$ cat src/sv/dbf_pkg.sv
`default_nettype none

package dbf_pkg;

  // end of the value range and the release margin beyond the deadzone
  localparam logic [6:0] TOP_VALUE      = 7'd127;
  localparam logic [6:0] RELEASE_MARGIN = 7'd2;
  localparam logic [5:0] MIN_DEADZONE   = 6'd1;

  // register reset values
  localparam logic [5:0] DEADZONE_RESET = 6'd1;
  localparam logic       SNAP_RESET     = 1'b1;

  // item actions
  typedef enum logic [0:0] {
    ACT_FILTER = 1'b0,
    ACT_CLEAR  = 1'b1
  } action_e;

  // configuration register indexes
  typedef enum logic [0:0] {
    CFG_DEADZONE = 1'b0,
    CFG_SNAP     = 1'b1
  } cfg_idx_e;

  typedef struct packed {
    action_e    action;
    logic [6:0] sample_value;
  } in_t;

  typedef struct packed {
    logic [6:0] filtered_value;
    logic       value_changed;
  } out_t;

endpackage

`default_nettype wire

$ cat src/sv/deadband_filter_endpoint_snap.sv
// channel | direction | handshake            | word
// in      | input     | in_valid_i/in_stall_o | dbf_pkg::in_t  (action, sample_value)
// out     | output    | out_valid_o/out_stall_i | dbf_pkg::out_t (filtered_value, value_changed)
// cfg     | input     | cfg_valid_i/cfg_ready_o | cfg_index_i, cfg_data_i
//
// one word per cycle sustained while the output is not stalled; an accepted word passes
// the input register, then filter logic into the result register, before it shows at the output
// rst_ni clears the pipeline valids, held value and end flags and sets the registers to their reset values at once
// in_stall_o rises only while the input register is full and the result is stalled
// cfg_ready_o is always high; a write takes effect at the next edge
`default_nettype none

module deadband_filter_endpoint_snap (
  input  wire logic             clk_i,
  input  wire logic             rst_ni,
  input  wire logic             in_valid_i,
  output logic                  in_stall_o,
  input  wire dbf_pkg::in_t     in_data_i,
  output logic                  out_valid_o,
  input  wire logic             out_stall_i,
  output dbf_pkg::out_t         out_data_o,
  input  wire logic             cfg_valid_i,
  output logic                  cfg_ready_o,
  input  wire dbf_pkg::cfg_idx_e cfg_index_i,
  input  wire logic [5:0]       cfg_data_i
);

  logic          in_valid_q;
  dbf_pkg::in_t  in_data_q;
  logic          out_valid_q;
  dbf_pkg::out_t out_data_q;
  dbf_pkg::out_t out_data_d;

  logic [5:0] deadzone_q;
  logic [5:0] deadzone_d;
  logic       snap_q;
  logic       snap_d;
  logic [6:0] held_q;
  logic [6:0] held_d;
  logic       bottom_q;
  logic       bottom_d;
  logic       top_q;
  logic       top_d;

  logic       out_ready;
  logic       step;
  logic       cfg_we;
  logic [5:0] eff_dz;
  logic [6:0] eff_dz_w;
  logic [6:0] release_thr;
  logic [6:0] top_release;
  logic [6:0] top_snap;
  logic [6:0] sample;
  logic [6:0] delta;

  // handshake
  assign out_ready   = !out_valid_q || !out_stall_i;
  assign in_stall_o  = in_valid_q && !out_ready;
  assign step        = in_valid_q && out_ready;
  assign cfg_ready_o = 1'b1;
  assign cfg_we      = cfg_valid_i && cfg_ready_o;
  assign out_valid_o = out_valid_q;
  assign out_data_o  = out_data_q;

  // thresholds
  assign eff_dz      = (deadzone_q == 6'd0) ? dbf_pkg::MIN_DEADZONE : deadzone_q;
  assign eff_dz_w    = {1'b0, eff_dz};
  assign release_thr = eff_dz_w + dbf_pkg::RELEASE_MARGIN;
  assign top_release = dbf_pkg::TOP_VALUE - release_thr;
  assign top_snap    = dbf_pkg::TOP_VALUE - eff_dz_w;
  assign sample      = in_data_q.sample_value;
  assign delta       = (sample >= held_q) ? (sample - held_q) : (held_q - sample);

  // filter decision and state update
  always_comb begin
    out_data_d.filtered_value = held_q;
    out_data_d.value_changed  = 1'b0;
    held_d     = held_q;
    bottom_d   = bottom_q;
    top_d      = top_q;
    deadzone_d = deadzone_q;
    snap_d     = snap_q;

    if (in_data_q.action == dbf_pkg::ACT_CLEAR) begin
      out_data_d.filtered_value = 7'd0;
    end else if (snap_q && bottom_q) begin
      if (sample >= release_thr) begin
        out_data_d.filtered_value = sample;
        out_data_d.value_changed  = 1'b1;
      end else begin
        out_data_d.filtered_value = 7'd0;
        out_data_d.value_changed  = (held_q != 7'd0);
      end
    end else if (snap_q && top_q) begin
      if (sample <= top_release) begin
        out_data_d.filtered_value = sample;
        out_data_d.value_changed  = 1'b1;
      end else begin
        out_data_d.filtered_value = dbf_pkg::TOP_VALUE;
        out_data_d.value_changed  = (held_q != dbf_pkg::TOP_VALUE);
      end
    end else if (snap_q && (sample <= eff_dz_w)) begin
      out_data_d.filtered_value = 7'd0;
      out_data_d.value_changed  = (held_q != 7'd0);
    end else if (snap_q && (sample >= top_snap)) begin
      out_data_d.filtered_value = dbf_pkg::TOP_VALUE;
      out_data_d.value_changed  = (held_q != dbf_pkg::TOP_VALUE);
    end else if (delta >= eff_dz_w) begin
      out_data_d.filtered_value = sample;
      out_data_d.value_changed  = 1'b1;
    end

    if (step) begin
      // held value always ends up equal to the delivered value
      held_d = out_data_d.filtered_value;
      if (in_data_q.action == dbf_pkg::ACT_CLEAR) begin
        bottom_d = 1'b0;
        top_d    = 1'b0;
      end else if (snap_q && bottom_q) begin
        bottom_d = (sample >= release_thr) ? 1'b0 : 1'b1;
      end else if (snap_q && top_q) begin
        top_d = (sample <= top_release) ? 1'b0 : 1'b1;
      end else if (snap_q && (sample <= eff_dz_w)) begin
        bottom_d = 1'b1;
      end else if (snap_q && (sample >= top_snap)) begin
        top_d = 1'b1;
      end
    end

    // register writes
    if (cfg_we) begin
      case (cfg_index_i)
        dbf_pkg::CFG_DEADZONE: begin
          deadzone_d = cfg_data_i;
        end
        dbf_pkg::CFG_SNAP: begin
          snap_d = cfg_data_i[0];
          if (!cfg_data_i[0]) begin
            bottom_d = 1'b0;
            top_d    = 1'b0;
          end
        end
        default: begin
          deadzone_d = deadzone_q;
        end
      endcase
    end
  end

  // control and state registers
  always_ff @(posedge clk_i or negedge rst_ni) begin
    if (!rst_ni) begin
      in_valid_q  <= 1'b0;
      out_valid_q <= 1'b0;
      deadzone_q  <= dbf_pkg::DEADZONE_RESET;
      snap_q      <= dbf_pkg::SNAP_RESET;
      held_q      <= 7'd0;
      bottom_q    <= 1'b0;
      top_q       <= 1'b0;
    end else begin
      if (!in_stall_o) begin
        in_valid_q <= in_valid_i;
      end
      if (out_ready) begin
        out_valid_q <= in_valid_q;
      end
      deadzone_q <= deadzone_d;
      snap_q     <= snap_d;
      held_q     <= held_d;
      bottom_q   <= bottom_d;
      top_q      <= top_d;
    end
  end

  // payload registers
  always_ff @(posedge clk_i) begin
    if (in_valid_i && !in_stall_o) begin
      in_data_q <= in_data_i;
    end
    if (step) begin
      out_data_q <= out_data_d;
    end
  end

endmodule

`default_nettype wire

$ cat config.mk
export PLATFORM = sky130hd
export DESIGN_NAME = deadband_filter_endpoint_snap
export DESIGN_NICKNAME = d
export VERILOG_FILES = /design/src/sv/dbf_pkg.sv /design/src/sv/deadband_filter_endpoint_snap.sv
export SDC_FILE = /design/constraint.sdc
export NUM_CORES = 1
export LEC_CHECK = 0
export ABC_AREA = 1
export BUFFER_PORTS_ARGS = -buffer_cell sky130_fd_sc_hd__buf_4
export CAP_MARGIN = 10
export CORE_AREA = 2 2 99 101
export DETAILED_ROUTE_END_ITERATION = 10
export DIE_AREA = 0 0 101 103
export GPL_TIMING_DRIVEN = 0
export PLACE_DENSITY = 0.49
export SETUP_SLACK_MARGIN = 0.15
export SLEW_MARGIN = 40
export SYNTH_ARGS = -nofsm -noshare
export SYNTH_HDL_FRONTEND = slang
export SYNTH_SLANG_ARGS = --single-unit
$ cat constraint.sdc
create_clock -name clk_i -period 8.5 [get_ports clk_i]
set_input_delay 1.275 -clock clk_i [delete_from_list [all_inputs] [get_ports clk_i]]
set_output_delay 1.275 -clock clk_i [all_outputs]
set_load 0.005 [all_outputs]
==> flow_metrics.tcl, run 1 <==
set metrics [dict create \
    outcome "completed" \
    viasPerCell 4.85 \
    ir_worst_vdd_mv 0.0967 \
    period_minus_slack_ns 4.17 \
    wl_met2_um 4030 \
    gp_congestion 0.883 \
    post_cts_buffers 0 \
    fmaxAchievable_mhz 240 \
    design_area_um2 3620 \
    ys_ff_latch 34 \
    r2r_start "sample[4]" \
    synth_nets 498 \
    synth.avg_cell_area_um2 7.30 \
    cp-end-kind "flop" \
    yosysWarnings 0 \
    drc 0 \
    ys_seq_area_share_pct 29.5 \
    fillers 1022 \
    placedInstanceArea_um2 3520 \
    htreeDepth 2 \
    top_layer "met4" \
    dieWidth_um 101 \
    wl_per_cell_um 13.7 \
    cts_buffer_depth 2 \
    num_vias 2835 \
    synth_area_um2 3160 \
    grt_max_degree 19 \
    cts_sinks 34 \
    fin_setup_tns_ns 0 \
    area_growth_pct 14.4 \
    cts_tree "yes" \
    dpl.hpwl_um 6460 \
    powerDensity_nw_per_um2 317 \
    finalWirelength_um 8010 \
    crit_family "simple AND/OR/NAND/NOR gates" \
    startpoint "sample[4]" \
    drt-met1-wl_um 3650 \
    drv_cap 0 \
    cp_data_required_time_ns 8.55 \
    final_core_util_pct 38.3 \
    port_buffers 29 \
    hold_viol_final 0 \
    ctsResizeCount 0 \
    grt_pass1_wl_um 13500 \
    ioPinCount 31 \
    layout.nets 534 \
    finalClockSkew_ns 0.00796 \
    startpoint_type "flop" \
    clk_latency_ns 0.30 \
    clk_pin_slew_ns 0.07 \
    root_buffer "clkbuf_8" \
    drtIter0Drc 122 \
    synth_cell_types 36 \
    setup_viol 0 \
    cts_made_buffers 5 \
    critical_path_class "flop to flop" \
    syn_inst 433 \
    rows 36 \
    crit_fanout 8 \
    fp.coreArea_um2 9460 \
    rsz0062_at_grt "no" \
    drive_above_1_share_pct 11.9 \
    drtAntennaViolNets 0 \
    cp.arrival_ns 4.22 \
    crit_chain "inv_1, ha_1, nand2_1, nand2_1, a21oi_1, nand3_2, or2_1, o21ai_1, o211ai_1, xnor2_1, inv_1, ha_1, a21oi_1, o21bai_1, a21oi_4, nand3_4, nand2_1, nand3_1, nand2_1, nand2_1, and2_1" \
    firstDrtPassIters 4 \
    route.met3.wl_um 223 \
    crit_top_cell "nand2_1" \
    start_util_pct 33.4 \
    grt_usage_pct 16.7 \
    grt_pass1_vias 2867 \
    drv_slew 0 \
    total_power_mw 1.15 \
    critPathBufInv 2 \
    slowest_stage "edfxtp_1" \
    min_path_type "flop to flop" \
    leakage_nw 1.91 \
    ctsHoldBuffers 0 \
    period_share_pct 49.0 \
    slowest_delay_ns 0.61 \
    dieArea_um2 10400 \
    fp.dieH_um 103 \
    antenna_cells 0 \
    min_from "in_valid_q" \
    antenna_found_initial 0 \
    grt_remaining_overflow 0 \
]
==> power by group <==
part           leakage, nW  switching (mW)  internal (mW)
sequential           0.372          0.0429          0.221
combinational         1.49           0.466          0.283
clock               0.0472          0.0692         0.0653
total                 1.91           0.578          0.569
==> Yosys cell counts <==
cell	n	area share, %
a211oi_1	2	0.47
a21oi_1	20	3.2
a21oi_4	1	0.51
a22oi_1	1	0.24
and2_1	7	1.4
buf_4	2	0.47
clkbuf_1	5	0.59
clkinv_1	2	0.24
conb_1	1	0.12
dfrtp_1	16	13
dfstp_2	2	1.7
edfxtp_1	16	15
fa_1	2	1.3
ha_1	43	17
inv_1	66	7.8
inv_2	1	0.12
nand2_1	113	13
nand2_2	2	0.40
nand3_1	30	4.7
nand3_2	3	0.95
nand3_4	3	1.7
nand4_1	14	2.8
nor2_1	46	5.5
nor2_2	1	0.20
nor2_4	4	1.4
nor3_1	2	0.32
nor4_1	3	0.59
o211ai_1	2	0.47
o21a_1	1	0.24
o21ai_0	10	1.6
o21ai_1	2	0.32
o21bai_1	4	0.95
o221ai_1	1	0.28
or2_1	1	0.20
xnor2_1	1	0.28
xor2_1	3	0.83
==> logic make-up (layout without fill, tap and decap cells) <==
family / count (synthesis) / in the layout / synth area share (%)
buf+inv: 76 / 113 / 9.26
flops: 34 / 34 / 29.5
simple gates: 229 / 229 / 33.5
fa+ha+maj: 45 / 45 / 18.3
xor+xnor: 4 / 4 / 1.11
other cells: 1 / 1 / 0.119
compound gates: 44 / 44 / 8.23
==> through the flow <==
stage / worst slack (ns) / hold slack [ns] / instances
6_report: 4.33 / 0.483 / 584
5_1_grt: 3.95 / 0.512 / 584
4_1_cts: 4.27 / 0.483 / 584
3_5_place_dp: 4.29 / 0.464 / 576
3_3_place_gp: 4.31 / 0.457 / 576
2_1_floorplan: 5.03 / 0.448 / 433
==> flip-flops by register name, summed over array words and instances, names as in the netlist <==
| register | flops |
|---|---|
| bottom_q | 1 |
| out_valid_o | 1 |
| out_data_o | 8 |
| held_q | 7 |
| top_q | 1 |
| sample | 7 |
| snap_q | 1 |
| deadzone_q | 6 |
| in_data_q | 1 |
| in_valid_q | 1 |
==> worst paths after layout <==
check	end	slack (ns)	depth (start not counted)
worst max-delay path	out_data_o[7]	4.33	21
worst min-delay path	out_valid_o	0.48	2
worst max register to register	out_data_o[7]	4.33	21
worst min register to register	out_valid_o	0.48	2
max in group asynchronous	snap_q	7.39	1
min in group asynchronous	deadzone_q[1]	0.84	1
==> layer usage <==
layer | vias to the layer above | GRT usage, %
met4 | 0 | 4.16
met5 | - | 0
met2 | 45 | 30.6
li1 | 1469 | -
met3 | 9 | 2.24
met1 | 1312 | 20.6
==> cells in the final DEF, fill, tap and decap left out, types with 2 or more instances in the layout <==
cell type and instances:
fa_1 2, o211ai_1 2, o21ai_1 2, clkbuf_1 5
dfstp_2 2, clkbuf_8 6, o21bai_1 4, nor3_1 2
and2_1 7, ha_1 43, buf_4 31, xor2_1 3
nand3_4 3, nand2_1 113, dfrtp_1 16, nor2_1 46
a211oi_1 2, nor2_4 4, nand3_1 30, nand2_2 2
nand3_2 3, clkinv_1 2, edfxtp_1 16, nor4_1 3
inv_1 66, a21oi_1 20, nand4_1 14, o21ai_0 10
==> final cells by class <==
cell class	count	area (um2)	area share [%]
flip-flops and latches	34	933	25.8
repair buffers	29	218	6.02
clock inverters	2	12.5	0.346
well taps	114	143	3.94
multi-input cells	323	1940	53.5
plain buffers	7	33.8	0.934
inverters	69	259	7.16
clock buffers	6	82.6	2.28
==> tightest hold or removal path: cells and delay by family, from the launching register on <==
family	cells	cell delay [ns]
AND/OR/NAND/NOR	1	0.05
buffers and inverters	1	0.05
flip-flops	1	0.35
Power figures use the tool's default switching activity.
==> run 2, diff against run 1 <==
- PLACE_DENSITY: 0.49 -> 0.51
- clock period: 8.5 -> 3.82 ns (I/O delays scaled with it)
==> run 2 against run 1 <==
Critical path type unchanged. Cell count rose by 6.0%. Final area grew 14%. Sequential power grew 120%. Critical endpoint unchanged. Sequential share of layout area decreased by 3.0 points. Flip-flop and latch count stayed put.
==> flow_metrics.tcl, run 2 (synthesis results as in run 1) <==
set metrics [dict create \
    fin_ws_ns 0.314 \
    grt_pass1_wl_um 13800 \
    cts_made_buffers 5 \
    area_growth_pct 29.9 \
    grt_max_degree 19 \
    seq_power_share_pct 19.1 \
    htreeDepth 2 \
    num_vias 2993 \
    period_minus_slack_ns 3.51 \
    clk_pin_slew_ns 0.08 \
    ioPinCount 31 \
    layout.nets 569 \
    clk_latency_ns 0.30 \
    grt_pass1_vias 2916 \
    antenna_found_initial 0 \
    rsz0062_at_grt "no" \
    final_common_cell "nand2_1" \
    design_area_um2 4110 \
    placedInstanceArea_um2 3520 \
    fp.dieH_um 103 \
    dieArea_um2 10400 \
    rows 36 \
    gp_congestion 0.873 \
    drv_cap 0 \
    root_buffer "clkbuf_8" \
    drv_slew 0 \
    drc 0 \
    dpl.hpwl_um 6260 \
    crit_fanout 8 \
    drtAntennaViolNets 0 \
    rrSetupSlack_ns 0.31 \
    drtIter0Drc 101 \
    dieWidth_um 101 \
    leakage_nw 2.11 \
    r2r_end "out_data_o[7]" \
    viasPerCell 4.84 \
    cts_sinks 34 \
    p_switching_mw 1.42 \
    antenna_cells 0 \
    p_comb_share_pct 67.6 \
    fp.coreArea_um2 9460 \
    largest_reg_flops 8 \
    pre_cts_ws_ns -0.328 \
    startpoint_type "flop" \
    cp.arrival_ns 3.56 \
    finalWirelength_um 8370 \
    powerDensity_nw_per_um2 747 \
    start_util_pct 33.4 \
    r2r_start "sample[5]" \
    cp_data_required_time_ns 3.88 \
    drive_above_1_share_pct 25.1 \
    hold_viol_final 0 \
    port_buffers 29 \
    outcome "completed" \
    cts_tree "yes" \
    setup_viol 0 \
    finalClockSkew_ns 0.00804 \
    final_cell_mix "nand2_1, buf_4, inv_1" \
    min_path_type "input port to asynchronous set/reset pin" \
    fmaxAchievable_mhz 285 \
    grt_usage_pct 17.0 \
    period_share_pct 91.8 \
    cts_buffer_depth 2 \
    holdWs_ns 0.136 \
    grt_remaining_overflow 0 \
    p_sw_share_pct 46.3 \
    r2r_cells 22 \
    firstDrtPassIters 4 \
    cp-end-kind "flop" \
    power.internal_mw 1.65 \
    critical_path_class "flop to flop" \
    ctsHoldBuffers 0 \
    ir_worst_vdd_mv 0.309 \
    wl_per_cell_um 13.5 \
    power_frac_clock_pct 13.2 \
]
-- run 2: area by class of cell --
type	count	area (um2)
fill	995	5350
multi-input combinational	323	2090
sequential	34	935
timing repair buffer	64	508
inverter	69	259
tap	114	143
clock buffer	5	68.8
clock inverter	3	68.8
buffer	7	33.8
-- run 2: worst max-delay path by stage --
stage | from | end | slack (ns) | cells after the start
after global routing | sample[1] | out_data_o[7] | 0.1 | 22
after floorplan | sample[5] | out_data_o[7] | 0.35 | 21
after CTS | sample[4] | out_data_o[7] | 0.17 | 22
final | sample[5] | out_data_o[7] | 0.31 | 22
after detailed placement | sample[5] | out_data_o[7] | -0.33 | 21
after global placement | sample[4] | out_data_o[7] | -0.32 | 21
-- run 2: power groups by stage --
stage / logic, mW / clock network (mW) / registers [mW]
finish: 2.07 / 0.407 / 0.587
global route: 2.33 / 0.432 / 0.601
CTS: 1.84 / 0.419 / 0.581
detailed placement: 1.67 / 0 / 0.595
global placement: 1.65 / 0 / 0.592
floorplan: 1.29 / 0 / 0.562
-- run 2: metal layers --
layer | up-vias | part of all wire (%) | global-route usage [%]
li1 | 1547 | - | -
met1 | 1384 | 47 | 21.8
met2 | 54 | 49 | 29.7
met3 | 8 | 2.7 | 2.58
met4 | 0 | 1.5 | 4.89
met5 | - | 0 | 0
-- run 2: worst max-delay path: stages (launching register included) --
cell and delay, ns:
edfxtp_1 0.49, inv_2 0.13, ha_4 0.23, nand2_4 0.07, inv_1 0.05, a21oi_2 0.14, nand3_2 0.14, or2_1 0.26
o21ai_2 0.07, o211ai_1 0.12, xnor2_1 0.16, inv_1 0.10, ha_4 0.23, a21oi_2 0.14, o21bai_2 0.09, a21oi_4 0.14
buf_12 0.14, nand3_4 0.13, nand2_1 0.10, nand3_1 0.07, nand2_1 0.07, nand2_1 0.06, and2_4 0.13
-- run 2: repair_timing --
action	in CTS	in global routing
endpoints found under the setup margin	15	15
resized for setup	11	35
buffers inserted	13	22
pin swaps	5	14
-- run 2: stage by stage --
stage,setup TNS [ns],cells,power (mW),utilization [%]
4_1_cts,0,597,2.84,40.2
6_report,0,619,3.07,43.4
3_5_place_dp,-3.30,576,2.26,37.2
3_3_place_gp,-3.08,576,2.24,37.2
5_1_grt,0,619,3.36,43.4
2_1_floorplan,0,433,1.85,-
==> run 3, diff against run 2 <==
- ABC_AREA: 1 -> 0
- CORE_AREA: 2 2 99 101 -> 2 2 96 98
- DIE_AREA: 0 0 101 103 -> 0 0 98 100
==> run 3 against run 2 <==
Largest cell class unchanged. Register-to-register slack lost 0.37 ns. Synthesized area shrank 5.5%. Sequential power shrank 7.0%. Core utilization shrank 0.36 points. Final area shrank 6.8%. Critical path depth shrank 5. Maximum frequency shrank 9.5%. The run now ends with negative setup slack left. Setup slack lost 0.37 ns. Critical path type unchanged. Synthesized cell count shrank 26%. Sequential share of layout area grew 1.7 points. Die area shrank 5.8%. Power shrank 20%.
==> flow_metrics.tcl, run 3 <==
set metrics [dict create \
    outcome "complete, but fails checks" \
    violations "negative setup slack" \
    synth_nets 384 \
    fin_setup_tns_ns -0.253 \
    start_util_pct 33.6 \
    fillers 876 \
    synth_compound_area_share_pct 21.4 \
    hold_viol_final 0 \
    synth_mux_area_share_pct 3.81 \
    cts_tree "yes" \
    leakage_nw 1.70 \
    fin_ws_ns -0.0515 \
    layout.nets 448 \
    synth_area_um2 2990 \
    synth_top_family_by_area "compound AO/OA/AOI/OAI gates" \
    dieWidth_um 98 \
    wl_per_cell_um 16.6 \
    relSlewSlack_pct 50.6 \
    crit_fanout 6 \
    dieArea_um2 9800 \
    grt_max_degree 19 \
    min_path_type "input port to asynchronous set/reset pin" \
    synthArstFlopShare_pct 52.9 \
    cp.arrival_ns 3.92 \
    ir_worst_vdd_mv 0.290 \
    rrSetupSlack_ns -0.05 \
    ys_ff_latch 34 \
    final_common_cell "buf_4" \
    final_cell_mix "buf_4, ha_1, inv_1" \
    r2r_start "sample[0]" \
    synth.top_cell.area_share_pct 18.0 \
    synthAdderAreaFrac_pct 19.3 \
    design_area_um2 3830 \
    dpl.hpwl_um 5730 \
    drive_above_1_share_pct 27.9 \
    grt_pass1_vias 2598 \
    synth_edf_count 16 \
    finalClockSkew_ns 0.00994 \
    synth_top_area_cell "ha_1" \
    viasPerCell 5.31 \
    drc 0 \
    powerDensity_nw_per_um2 643 \
    yosysMostFrequentCell "ha_1" \
    drv_cap 0 \
    rows 35 \
    rsz0062_at_grt "yes" \
    cts_buffer_depth 2 \
    htreeDepth 2 \
    antenna_cells 0 \
    ff_latch_area_um2 935 \
    multi_input_area_um2 1980 \
    fp.dieH_um 100 \
    pre_cts_ws_ns -0.639 \
    synth_ff_type "edfxtp_1" \
    gp_congestion 0.836 \
    num_vias 2629 \
    finalWirelength_um 8230 \
    synth-simple-area-share_pct 15.3 \
    r2r_cells 17 \
    clk_latency_ns 0.30 \
    synth.avg_cell_area_um2 9.37 \
    ys_seq_area_share_pct 31.2 \
    firstDrtPassIters 4 \
    drtIter0Drc 104 \
    yosysWarnings 0 \
    ctsHoldBuffers 0 \
    cts_made_buffers 5 \
    fp.coreArea_um2 8890 \
    startpoint "sample[0]" \
    drtAntennaViolNets 0 \
    antenna_found_initial 0 \
    period_minus_slack_ns 3.87 \
    setup_viol 11 \
    grt_pass1_wl_um 13300 \
    largest_reg_flops 8 \
    ys_top_cells_by_area "ha_1, edfxtp_1, dfrtp_1" \
    clk_pin_slew_ns 0.08 \
    port_buffers 29 \
    fmaxAchievable_mhz 258 \
    area_growth_pct 28.1 \
    cp-end-kind "flop" \
    placedInstanceArea_um2 3370 \
    ioPinCount 31 \
    tightest_slew_ns 0.739 \
    cp_data_required_time_ns 3.87 \
    synth_cell_types 66 \
    grt_remaining_overflow 0 \
    yosys-top-cells-count "ha_1, inv_1, nand2_1" \
    grt_usage_pct 17.1 \
    startpoint_type "flop" \
    period_share_pct 101 \
    synthXorXnorAreaFrac_pct 2.34 \
    critical_path_class "flop to flop" \
    root_buffer "clkbuf_8" \
    syn_inst 319 \
    drv_slew 0 \
    cts_sinks 34 \
]
==> run 3: cell count changes after synthesis, moves of 6 or more <==
cell      before  now
nand2_1      113   21
a21oi_1       20   14
xnor2_1        1    7
nand4_1       14    4
a22oi_1        1    8
nand2b_1       0    9
nor2_1        46   16
nand3_1       30    4
nor2b_1        0    8
inv_1         66   39
==> run 3: through the flow <==
step           instances  utilization, %  total power [mW]  hold slack (ns)
5_1_grt              495            43.1              2.64            0.159
4_1_cts              488            42.3              2.43            0.158
6_report             495            43.1              2.46            0.151
2_1_floorplan        319               -              1.39            0.277
3_3_place_gp         459            37.9              1.69            0.475
3_5_place_dp         459            37.9              1.69            0.473
==> run 3: final cells by class <==
class,instances,share of cell area (%)
clock inverter,3,1.80
sequential,34,24.4
tap,111,3.63
clock buffer,5,1.80
buffer,8,1.14
multi-input combinational,237,51.8
inverter,40,3.99
timing repair buffer,57,11.5
==> run 3: kinds of logic after synthesis <==
kind of cell | count (synthesis)
AO/OA/AOI/OAI | 88
AND/OR/NAND/NOR | 85
buffers and inverters | 48
adder cells (fa/ha/maj) | 45
flip-flops | 34
multiplexers | 10
XOR/XNOR | 8
other | 1
==> run 3: report_power, final <==
group | switching [mW] | leakage [nW] | internal [mW]
clock | 0.147 | 0.0683 | 0.262
combinational | 0.772 | 1.26 | 0.736
sequential | 0.0704 | 0.378 | 0.476
total | 0.989 | 1.70 | 1.47
==> run 3: timing repair <==
| action | CTS | global route |
|---|---|---|
| endpoints found under the hold margin | 0 | 0 |
| gates resized for setup | 22 | 4 |
| setup endpoints to repair | 15 | 15 |
| setup buffers | 21 | 7 |
| pin swaps | 11 | 7 |
==> run 3: worst paths after layout <==
kind / endpoint
setup / recovery: out_data_o[5]
hold / removal: held_q[2]
setup reg to reg: out_data_o[5]
hold reg to reg: out_valid_o
max in group asynchronous: snap_q
min in group clk_i: sample[0]
==> run 3: critical path, stage by stage (launching register included) <==
cell,delay [ns]
edfxtp_1,0.45
inv_4,0.14
ha_4,0.22
nand2b_4,0.13
a211o_1,0.28
a21oi_4,0.21
mux2i_1,0.25
o21ai_1,0.12
a221oi_2,0.26
xnor2_1,0.12
ha_1,0.33
nand2_2,0.08
o31ai_4,0.21
nor2_2,0.08
buf_4,0.14
mux2i_4,0.19
a21boi_4,0.11
o221a_2,0.30
==> run 3: metal layers <==
| layer | global-route usage (%) | vias to the layer above | part of all wire, % |
|---|---|---|---|
| li1 | - | 1287 | - |
| met3 | 3.06 | 6 | 6.3 |
| met2 | 29.6 | 79 | 48 |
| met1 | 22.5 | 1257 | 45 |
| met5 | 0 | - | 0 |
| met4 | 3.63 | 0 | 0.64 |
